**src/design/bsp_pkg.sv**
```systemverilog
`default_nettype none
// ----------------------------------------------------------------------------
// bsp_pkg: shared types and constants of the byte to septet packer
// widths, register indexes and the queue entry passed from front to back
// ----------------------------------------------------------------------------
package bsp_pkg;

	localparam int COUNT_WIDTH = 16;
	localparam int LIMIT_WIDTH = 16;
	localparam int CMP_WIDTH   = (COUNT_WIDTH > LIMIT_WIDTH) ? COUNT_WIDTH : LIMIT_WIDTH;
	localparam int QDEPTH      = 2;
	localparam int QPTR_W      = (QDEPTH > 1) ? $clog2(QDEPTH) : 1;
	localparam int QCNT_W      = $clog2(QDEPTH + 1);

	localparam logic [6:0] SEPTET_MASK = 7'h7F;
	localparam logic [7:0] HIGH_FLAG   = 8'h80;
	localparam logic [2:0] LAST_PHASE  = 3'd6;
	localparam logic [2:0] GROUP_SIZE  = 3'd7;

	typedef enum logic {
		MODE_ENCODE = 1'b0,
		MODE_DECODE = 1'b1
	} mode_t;

	typedef enum logic {
		REG_MODE  = 1'b0,
		REG_LIMIT = 1'b1
	} reg_idx_t;

	typedef struct packed {
		logic       two;
		logic [7:0] d0;
		logic       l0;
		logic [7:0] d1;
		logic       l1;
	} bsp_entry_t;

endpackage
`default_nettype wire

```
**src/design/bsp_if.sv**
```systemverilog
`default_nettype none
// ----------------------------------------------------------------------------
// bsp_if: stream channels of the packer
// valid/ready channels for input bytes and for result bytes
// ----------------------------------------------------------------------------
interface bsp_in_if;
	logic       valid;
	logic       ready;
	logic [7:0] data_in;
	logic       last_in;

	modport source (output valid, output data_in, output last_in, input ready);
	modport sink (input valid, input data_in, input last_in, output ready);
endinterface

interface bsp_out_if;
	logic       valid;
	logic       ready;
	logic [7:0] data_out;
	logic       last_out;

	modport source (output valid, output data_out, output last_out, input ready);
	modport sink (input valid, input data_out, input last_out, output ready);
endinterface
`default_nettype wire

```
**src/design/bsp_front.sv**
```systemverilog
`default_nettype none
// ----------------------------------------------------------------------------
// bsp_front: accepts input bytes and works out their results
// holds the encoder and decoder message state, pushes one queue entry per
// transaction that produces output
// ----------------------------------------------------------------------------
module bsp_front (
	input  wire                  clk,
	input  wire                  arst_n,
	bsp_in_if.sink               item,
	input  bsp_pkg::mode_t       mode,
	input  wire [15:0]           limit,
	input  wire                  full,
	output logic                 push,
	output bsp_pkg::bsp_entry_t  entry
);

	logic [6:0] carry_q;
	logic [2:0] ccnt_q;
	logic [6:0] prev_q;
	logic       have_q;
	logic [2:0] phase_q;
	logic [bsp_pkg::COUNT_WIDTH-1:0] dcnt_q;

	logic       accept;
	logic [7:0] byte_v;
	logic       last_v;

	// encoder
	logic [2:0] k;
	logic [7:0] shifted;
	logic [7:0] kmask;
	logic [7:0] rest8;
	logic [6:0] septet;
	logic [6:0] rest;

	// decoder
	logic [6:0] s;
	logic [2:0] bits;
	logic [6:0] low;
	logic [7:0] hmask8;
	logic [6:0] high;
	logic [15:0] value16;
	logic       emit;
	logic [bsp_pkg::CMP_WIDTH-1:0] cnt_ext;
	logic [bsp_pkg::CMP_WIDTH-1:0] lim_ext;

	assign item.ready = !full;
	assign accept     = item.valid && !full;
	assign byte_v     = item.data_in;
	assign last_v     = item.last_in;

	always_comb begin
		k       = 3'(ccnt_q + 3'd1);
		shifted = byte_v >> k;
		kmask   = 8'((9'd1 << k) - 9'd1);
		rest8   = 8'((byte_v & kmask) << (bsp_pkg::GROUP_SIZE - k));
		septet  = carry_q | shifted[6:0];
		rest    = rest8[6:0] & bsp_pkg::SEPTET_MASK;
	end

	always_comb begin
		s       = byte_v[6:0];
		bits    = 3'(phase_q + 3'd1);
		low     = s >> (bsp_pkg::LAST_PHASE - phase_q);
		hmask8  = 8'((9'd1 << (bsp_pkg::GROUP_SIZE - phase_q)) - 9'd1);
		high    = prev_q & hmask8[6:0];
		value16 = (16'(high) << bits) | 16'(low);
		cnt_ext = bsp_pkg::CMP_WIDTH'(dcnt_q);
		lim_ext = bsp_pkg::CMP_WIDTH'(limit);
		emit    = (cnt_ext < lim_ext) && (dcnt_q != '1);
	end

	always_comb begin
		entry = '0;
		push  = 1'b0;
		if (mode == bsp_pkg::MODE_ENCODE) begin
			entry.two = last_v || (k == bsp_pkg::GROUP_SIZE);
			entry.d0  = {1'b0, septet} | bsp_pkg::HIGH_FLAG;
			entry.l0  = 1'b0;
			entry.d1  = last_v ? {1'b0, rest} : ({1'b0, rest} | bsp_pkg::HIGH_FLAG);
			entry.l1  = last_v;
			push      = accept;
		end else begin
			entry.two = 1'b0;
			entry.d0  = value16[7:0];
			entry.l0  = last_v;
			push      = accept && have_q && emit;
		end
	end

	always_ff @(posedge clk or negedge arst_n) begin
		if (!arst_n) begin
			carry_q <= '0;
			ccnt_q  <= '0;
			prev_q  <= '0;
			have_q  <= 1'b0;
			phase_q <= '0;
			dcnt_q  <= '0;
		end else if (accept) begin
			if (last_v) begin
				carry_q <= '0;
				ccnt_q  <= '0;
				prev_q  <= '0;
				have_q  <= 1'b0;
				phase_q <= '0;
				dcnt_q  <= '0;
			end else if (mode == bsp_pkg::MODE_ENCODE) begin
				if (k == bsp_pkg::GROUP_SIZE) begin
					carry_q <= '0;
					ccnt_q  <= '0;
				end else begin
					carry_q <= rest;
					ccnt_q  <= k;
				end
			end else if (!have_q) begin
				prev_q <= s;
				have_q <= 1'b1;
			end else begin
				if (emit) begin
					dcnt_q <= dcnt_q + 1'b1;
				end
				if (phase_q == bsp_pkg::LAST_PHASE) begin
					phase_q <= '0;
					have_q  <= 1'b0;
					prev_q  <= '0;
				end else begin
					phase_q <= bits;
					prev_q  <= s;
				end
			end
		end
	end

endmodule
`default_nettype wire

```
**src/design/bsp_queue.sv**
```systemverilog
`default_nettype none
// ----------------------------------------------------------------------------
// bsp_queue: short entry queue between front and back
// register based, one push and one pop per cycle
// ----------------------------------------------------------------------------
module bsp_queue (
	input  wire                  clk,
	input  wire                  arst_n,
	input  wire                  push,
	input  bsp_pkg::bsp_entry_t  wr_entry,
	input  wire                  pop,
	output logic                 full,
	output logic                 empty,
	output bsp_pkg::bsp_entry_t  head
);

	bsp_pkg::bsp_entry_t         mem_q [bsp_pkg::QDEPTH];
	logic [bsp_pkg::QPTR_W-1:0]  wptr_q;
	logic [bsp_pkg::QPTR_W-1:0]  rptr_q;
	logic [bsp_pkg::QCNT_W-1:0]  cnt_q;

	assign full  = (cnt_q == bsp_pkg::QCNT_W'(bsp_pkg::QDEPTH));
	assign empty = (cnt_q == '0);
	assign head  = mem_q[rptr_q];

	always_ff @(posedge clk) begin
		if (push) begin
			mem_q[wptr_q] <= wr_entry;
		end
	end

	always_ff @(posedge clk or negedge arst_n) begin
		if (!arst_n) begin
			wptr_q <= '0;
			rptr_q <= '0;
			cnt_q  <= '0;
		end else begin
			if (push) begin
				wptr_q <= (wptr_q == bsp_pkg::QPTR_W'(bsp_pkg::QDEPTH - 1)) ? '0 : wptr_q + 1'b1;
			end
			if (pop) begin
				rptr_q <= (rptr_q == bsp_pkg::QPTR_W'(bsp_pkg::QDEPTH - 1)) ? '0 : rptr_q + 1'b1;
			end
			if (push && !pop) begin
				cnt_q <= cnt_q + 1'b1;
			end else if (pop && !push) begin
				cnt_q <= cnt_q - 1'b1;
			end
		end
	end

endmodule
`default_nettype wire

```
**src/design/bsp_back.sv**
```systemverilog
`default_nettype none
// ----------------------------------------------------------------------------
// bsp_back: drives result transactions from queue entries
// sends the first and, where present, the second byte of the head entry
// ----------------------------------------------------------------------------
module bsp_back (
	input  wire                  clk,
	input  wire                  arst_n,
	input  bsp_pkg::bsp_entry_t  head,
	input  wire                  empty,
	output logic                 pop,
	bsp_out_if.source            result
);

	logic sel_q;
	logic fire;

	assign result.valid    = !empty;
	assign result.data_out = sel_q ? head.d1 : head.d0;
	assign result.last_out = sel_q ? head.l1 : head.l0;
	assign fire            = result.valid && result.ready;
	assign pop             = fire && (sel_q || !head.two);

	always_ff @(posedge clk or negedge arst_n) begin
		if (!arst_n) begin
			sel_q <= 1'b0;
		end else if (fire) begin
			sel_q <= !sel_q && head.two;
		end
	end

endmodule
`default_nettype wire

```
**src/design/byte_to_septet_packer_core.sv**
```systemverilog
`default_nettype none
// ----------------------------------------------------------------------------
// byte_to_septet_packer_core: 8 to 7 bit stream packer and unpacker
// front computes results per input byte, queue decouples, back emits them
// ----------------------------------------------------------------------------
//  channel   role    payload
//  item      sink    data_in[7:0], last_in
//  result    source  data_out[7:0], last_out
//  apb       slave   mode at 0x0, decode_limit at 0x4
//
//  an input transaction is taken while not full, its first result is offered
//  the next cycle at the earliest; results leave one per cycle while ready is
//  high, so an encode byte with two septets (every seventh byte and a last
//  byte) gives two results; other bytes one, decode septets at most one
//  a two entry queue takes up to two input transactions while results stall
//  asynchronous reset clears message state, mode to encode, limit to 65535
// ----------------------------------------------------------------------------
module byte_to_septet_packer_core (
	input  wire         clk,
	input  wire         arst_n,
	input  wire         psel,
	input  wire         penable,
	input  wire         pwrite,
	input  wire  [2:0]  paddr,
	input  wire  [31:0] pwdata,
	output logic [31:0] prdata,
	output logic        pready,
	bsp_in_if.sink      item,
	bsp_out_if.source   result
);

	bsp_pkg::mode_t       mode_q;
	logic [15:0]          limit_q;
	logic                 wr_en;
	bsp_pkg::reg_idx_t    idx;

	logic                 push;
	logic                 pop;
	logic                 full;
	logic                 empty;
	bsp_pkg::bsp_entry_t  wr_entry;
	bsp_pkg::bsp_entry_t  head;

	assign pready = 1'b1;
	assign wr_en  = psel && penable && pwrite;
	assign idx    = bsp_pkg::reg_idx_t'(paddr[2]);

	always_comb begin
		unique case (idx)
			bsp_pkg::REG_MODE:  prdata = {31'b0, mode_q};
			bsp_pkg::REG_LIMIT: prdata = {16'b0, limit_q};
			default:            prdata = '0;
		endcase
	end

	always_ff @(posedge clk or negedge arst_n) begin
		if (!arst_n) begin
			mode_q  <= bsp_pkg::MODE_ENCODE;
			limit_q <= 16'hFFFF;
		end else if (wr_en) begin
			unique case (idx)
				bsp_pkg::REG_MODE:  mode_q  <= bsp_pkg::mode_t'(pwdata[0]);
				bsp_pkg::REG_LIMIT: limit_q <= pwdata[15:0];
				default:            ;
			endcase
		end
	end

	bsp_front u_front (
		.clk    (clk),
		.arst_n (arst_n),
		.item   (item),
		.mode   (mode_q),
		.limit  (limit_q),
		.full   (full),
		.push   (push),
		.entry  (wr_entry)
	);

	bsp_queue u_queue (
		.clk      (clk),
		.arst_n   (arst_n),
		.push     (push),
		.wr_entry (wr_entry),
		.pop      (pop),
		.full     (full),
		.empty    (empty),
		.head     (head)
	);

	bsp_back u_back (
		.clk    (clk),
		.arst_n (arst_n),
		.head   (head),
		.empty  (empty),
		.pop    (pop),
		.result (result)
	);

endmodule
`default_nettype wire

```
**src/flat_wrapper.sv**
```systemverilog
// flat-port wrapper written by rule: the top's interface ports become plain ports
module byte_to_septet_packer_core_flat 
  (clk, arst_n, psel, penable, pwrite, paddr, pwdata, prdata, pready, item_valid, item_data_in, item_last_in, item_ready, result_valid, result_data_out, result_last_out, result_ready);
  bsp_in_if item_i ();
  bsp_out_if result_i ();
  input  wire clk;
  input  wire arst_n;
  input  wire psel;
  input  wire penable;
  input  wire pwrite;
  input  wire  [2:0] paddr;
  input  wire  [31:0] pwdata;
  output logic [31:0] prdata;
  output logic pready;
  input wire logic [$bits(item_i.valid)-1:0] item_valid;
  input wire logic [$bits(item_i.data_in)-1:0] item_data_in;
  input wire logic [$bits(item_i.last_in)-1:0] item_last_in;
  output wire logic [$bits(item_i.ready)-1:0] item_ready;
  output wire logic [$bits(result_i.valid)-1:0] result_valid;
  output wire logic [$bits(result_i.data_out)-1:0] result_data_out;
  output wire logic [$bits(result_i.last_out)-1:0] result_last_out;
  input wire logic [$bits(result_i.ready)-1:0] result_ready;
  assign item_i.valid = item_valid;
  assign item_i.data_in = item_data_in;
  assign item_i.last_in = item_last_in;
  assign item_ready = item_i.ready;
  assign result_valid = result_i.valid;
  assign result_data_out = result_i.data_out;
  assign result_last_out = result_i.last_out;
  assign result_i.ready = result_ready;
  byte_to_septet_packer_core u_core (.clk(clk), .arst_n(arst_n), .psel(psel), .penable(penable), .pwrite(pwrite), .paddr(paddr), .pwdata(pwdata), .prdata(prdata), .pready(pready), .item(item_i), .result(result_i));
endmodule
```
**config.mk**
```make
export PLATFORM = sky130hd
export DESIGN_NAME = byte_to_septet_packer_core_flat
export DESIGN_NICKNAME = d
export VERILOG_FILES = /design/src/design/bsp_pkg.sv /design/src/design/bsp_if.sv /design/src/design/bsp_front.sv /design/src/design/bsp_queue.sv /design/src/design/bsp_back.sv /design/src/design/byte_to_septet_packer_core.sv /design/src/flat_wrapper.sv
export SDC_FILE = /design/constraint.sdc
export NUM_CORES = 1
export LEC_CHECK = 0
export ABC_CLOCK_PERIOD_IN_PS = 4400
export BUFFER_PORTS_ARGS = -buffer_cell sky130_fd_sc_hd__buf_4
export CAP_MARGIN = 20
export CORE_MARGIN = 2
export CORE_UTILIZATION = 58
export DETAILED_ROUTE_END_ITERATION = 10
export PLACE_DENSITY = 0.88
export SKIP_CTS_REPAIR_TIMING = 1
export SYNTH_ARGS = -nofsm -noshare
export SYNTH_HDL_FRONTEND = slang
export SYNTH_SLANG_ARGS = --single-unit
```
**constraint.sdc**
```tcl
create_clock -name clk -period 4.4 [get_ports clk]
set_input_delay 0.22 -clock clk [delete_from_list [all_inputs] [get_ports clk]]
set_output_delay 0.22 -clock clk [all_outputs]
set_load 0.02 [all_outputs]
```
==> impl_metrics.py <==
metrics = {
    "die": {
        "fp-row-count": 38,
        "start_util": 0.590,
        "io_pins": 95,
        "die_height_um": 109,
        "chipWidth_um": 109,
        "die_area_um2": 11800,
        "coreArea_um2": 10800,
    },
    "placed_design": {
        "place_congestion": 0.932,
        "place_hpwl_mm": 10.4,
        "io_buffers": 59,
        "dp_slack_ps": 1140,
    },
    "routing": {
        "routedWlPerCell_um": 18.3,
        "ant_nets": 0,
        "route.detailed.vias_per_inst": 6.24,
        "drt-pass1-iter-count": 5,
        "drc": 0,
        "route.vias.total": 4937,
        "routed_wl_mm": 14.4,
        "drt-initial-drc-count": 370,
    },
    "clock_tree": {
        "cts_buffer_depth": 2,
        "cts_inserted_buffers": 9,
        "cts_sinks": 97,
        "clock_tree.htree_level_count": 3,
        "clock_tree.root_cell": "sky130_fd_sc_hd__clkbuf_8",
        "clkSlewWorstSetupHoldPaths_ps": 90,
        "clk-insertion-delay-late_ps": 390,
        "cts_tree": "done",
    },
    "yosys": {
        "synth-seq-cells": 97,
        "share_of_cell_area_taken_by_muxes_after_synthesis": 0.0988,
        "netlist_area_um2": 6370,
        "ys_warn_count": 0,
        "synth_cells": 611,
        "synth-seq-area-share": 0.414,
        "number_of_synthesized_flops_with_an_enable_pin": 38,
        "cell_taking_the_most_area_after_synthesis": "sky130_fd_sc_hd__edfxtp_1",
        "synthAdderAreaFrac": 0.0589,
        "yosys.cell_types.count": 88,
        "synth_compound_gate_area_share": 0.179,
        "synth_top_cells_by_area": "sky130_fd_sc_hd__edfxtp_1 18%, sky130_fd_sc_hd__dfrtp_1 17%, sky130_fd_sc_hd__dfstp_2 6.6%",
        "postSynth.asyncResetShare": 0.608,
        "synthSimpleGateAreaFrac": 0.157,
        "synth_top_family_by_area": "compound AO/OA/AOI/OAI gates",
        "synth_xor_area_frac": 0.0216,
        "yosys_most_used_dff": "sky130_fd_sc_hd__dfrtp_1",
        "yosys.area.top_type_share": 0.179,
        "synth_area_per_cell_um2": 10.4,
    },
    "timing": {
        "clock-skew-final_ps": 9.12,
        "timing_max_transition_violations_final": 0,
        "max-slew-margin-rel": 0.376,
        "timing.final.crit_period_ps": 3260,
        "fin_worst_hold_slack_ps": 60.6,
        "timing.final.setup_violations": 0,
        "timing.setup.tns_ps": 0,
        "rsz_0062_raised_after_global_routing": "no",
        "finalHoldViolations": 0,
        "period_share": 0.742,
        "tightestPinTransition_ps": 937,
        "final_critical_path_setup_slack_ps": 1140,
        "achievable-frequency_mhz": 306,
    },
    "power_and_ir_drop": {
        "leakage_nw": 2.87,
        "vdd_ir_drop_max_v": 0.000376,
        "sequentialPowerShare": 0.347,
        "p_clk_frac": 0.134,
        "p_comb_frac": 0.519,
        "power.switching_fraction": 0.436,
        "internal_dissipation_mw": 2.48,
        "switching_component_of_the_power_mw": 1.92,
        "power.density_nw_per_um2": 632,
    },
    "min_path": {
        "worstHoldPathType": "input pin to flop",
        "worstHoldPathCells": 2,
    },
    "global_route": {
        "grt.overflow.total": 0,
        "groute.usage.overall": 0.254,
        "antenna_found_initial": 0,
        "grt_pass1_vias": 4579,
        "largest_net_degree_at_the_start_of_global_routing": 60,
        "grt_first_pass_wirelength_mm": 23.2,
    },
    "setup_path": {
        "critPathMaxFanout": 19,
        "end_kind": "flop",
        "worst-setup-path-type": "flop to flop",
        "worst_ep_arrival_time_ps": 3280,
        "worst_r2r_path_depth": 8,
        "worst_ep_required_time_ps": 4420,
        "worst_setup_path_start_kind": "flop",
    },
    "job": {
        "timing.max_cap.violations": 0,
    },
    "layout": {
        "layout.nets": 727,
        "area_growth_synth_to_finish_pct": 9.35,
        "num_antenna_cells": 0,
        "drive_above_1_share": 0.247,
        "fin_util": 0.645,
        "nFillCells": 812,
    },
    "status": {
        "status": "finished clean",
    },
}
cell usage in the layout (no fill, tap or decap), types with 17 or more instances in the layout:
| cell | Yosys | routed |
|---|---|---|
| sky130_fd_sc_hd__a21oi_1 | 32 | 32 |
| sky130_fd_sc_hd__buf_4 | 18 | 63 |
| sky130_fd_sc_hd__o21ai_0 | 18 | 18 |
| sky130_fd_sc_hd__nor2_1 | 38 | 38 |
| sky130_fd_sc_hd__mux2_2 | 21 | 21 |
| sky130_fd_sc_hd__and2_1 | 24 | 24 |
| sky130_fd_sc_hd__edfxtp_1 | 38 | 38 |
| sky130_fd_sc_hd__nand2_1 | 39 | 39 |
| sky130_fd_sc_hd__ha_1 | 30 | 30 |
| sky130_fd_sc_hd__conb_1 | 2 | 17 |
| sky130_fd_sc_hd__dfrtp_1 | 43 | 43 |
| sky130_fd_sc_hd__inv_1 | 34 | 34 |
sequential cells by signal, indices dropped and copies added, names as in the netlist:
| name | cells |
|---|---|
| u_core.mode_q | 1 |
| u_core.u_queue.mem_q | 38 |
| u_core.u_back.sel_q | 1 |
| u_core.u_front.phase_q | 3 |
| u_core.u_front.cnt_ext | 16 |
| u_core.u_queue.wptr_q | 1 |
| u_core.u_queue.cnt_q | 2 |
| u_core.u_queue.rptr_q | 1 |
| u_core.u_front.ccnt_q | 3 |
| u_core.u_front.prev_q | 7 |
| u_core.u_front.have_q | 1 |
| u_core.u_front.carry_q | 7 |
| u_core.limit_q | 16 |
cell type report:
cell class	instances	area (um2)	area share
clock inverter	7	68.8	0.00988
clock buffer	9	124	0.0178
sequential	97	2640	0.379
multi-input combinational	438	3340	0.480
tap	140	175	0.0251
inverter	35	131	0.0189
timing repair buffer	65	488	0.0701
path summary, 6_finish.rpt:
kind | start | to | slack (ps)
setup / recovery | u_core.limit_q[11]$_DFFE_PN1P_ | u_core.u_queue.mem_q[1][2]$_DFFE_PP_ | 1140
hold / removal | pwdata[1] | u_core.limit_q[1]$_DFFE_PN1P_ | 60
setup reg to reg | u_core.limit_q[11]$_DFFE_PN1P_ | u_core.u_queue.mem_q[1][2]$_DFFE_PP_ | 1140
hold reg to reg | u_core.u_queue.wptr_q$_DFFE_PN0P_ | u_core.u_queue.wptr_q$_DFFE_PN0P_ | 500
max in group asynchronous | arst_n | u_core.u_front.prev_q[1]$_DFFE_PN0P_ | 3450
min in group asynchronous | arst_n | u_core.u_front.cnt_ext[10]$_DFFE_PN0P_ | 450
cells by family (layout without fill, tap and decap cells):
group	Yosys count	in the layout
and+or+nand+nor	186	186
AOI/OAI and AO/OA	147	147
DFF	97	97
buffers and inverters	91	116
muxes	44	44
adders and majority gates	30	30
xor gates and xnor gates	14	14
other	2	17
power by group through the flow:
stage | logic (mW) | clock network [mW] | registers [mW]
after floorplan | 1.79 | 0 | 1.41
after global placement | 2.16 | 0 | 1.52
after detailed placement | 2.25 | 0 | 1.55
after CTS | 2.26 | 0.606 | 1.53
after global routing | 2.50 | 0.638 | 1.57
final | 2.28 | 0.588 | 1.53
worst max-delay path: stages, from the launching register on:
cell,delay [ps]
sky130_fd_sc_hd__dfstp_2,550
sky130_fd_sc_hd__inv_1,40
sky130_fd_sc_hd__ha_1,320
sky130_fd_sc_hd__and3_4,210
sky130_fd_sc_hd__a221oi_4,310
sky130_fd_sc_hd__o211ai_4,180
sky130_fd_sc_hd__a21o_2,300
sky130_fd_sc_hd__a21oi_2,250
sky130_fd_sc_hd__and2_1,720
cells in the mapped netlist (13+ instances only):
library cell,number
sky130_fd_sc_hd__o21ai_0,18
sky130_fd_sc_hd__clkbuf_1,26
sky130_fd_sc_hd__edfxtp_1,38
sky130_fd_sc_hd__dfrtp_1,43
sky130_fd_sc_hd__mux2_2,21
sky130_fd_sc_hd__and2_1,24
sky130_fd_sc_hd__mux4_2,13
sky130_fd_sc_hd__nor3_1,13
sky130_fd_sc_hd__nand2_1,39
sky130_fd_sc_hd__dfstp_2,16
sky130_fd_sc_hd__nand3_1,16
sky130_fd_sc_hd__a21oi_1,32
sky130_fd_sc_hd__inv_1,34
sky130_fd_sc_hd__buf_4,18
sky130_fd_sc_hd__ha_1,30
sky130_fd_sc_hd__nor2_1,38
metal layers:
metal  up-vias  track usage  part of all wire
met5         -            0                 0
met2       184        0.409              0.50
met3        18       0.0430             0.059
met4         0       0.0870             0.016
li1       2295            -                 -
met1      2440        0.349              0.42
metrics by stage:
stage / instance area [um2] / instances / power (mW)
3_3_place_gp: 6760 / 773 / 3.68
6_report: 6970 / 791 / 4.40
2_1_floorplan: 6430 / 626 / 3.20
3_5_place_dp: 6760 / 773 / 3.79
5_1_grt: 6970 / 791 / 4.71
4_1_cts: 6950 / 789 / 4.39
Power figures use the tool's default switching activity.
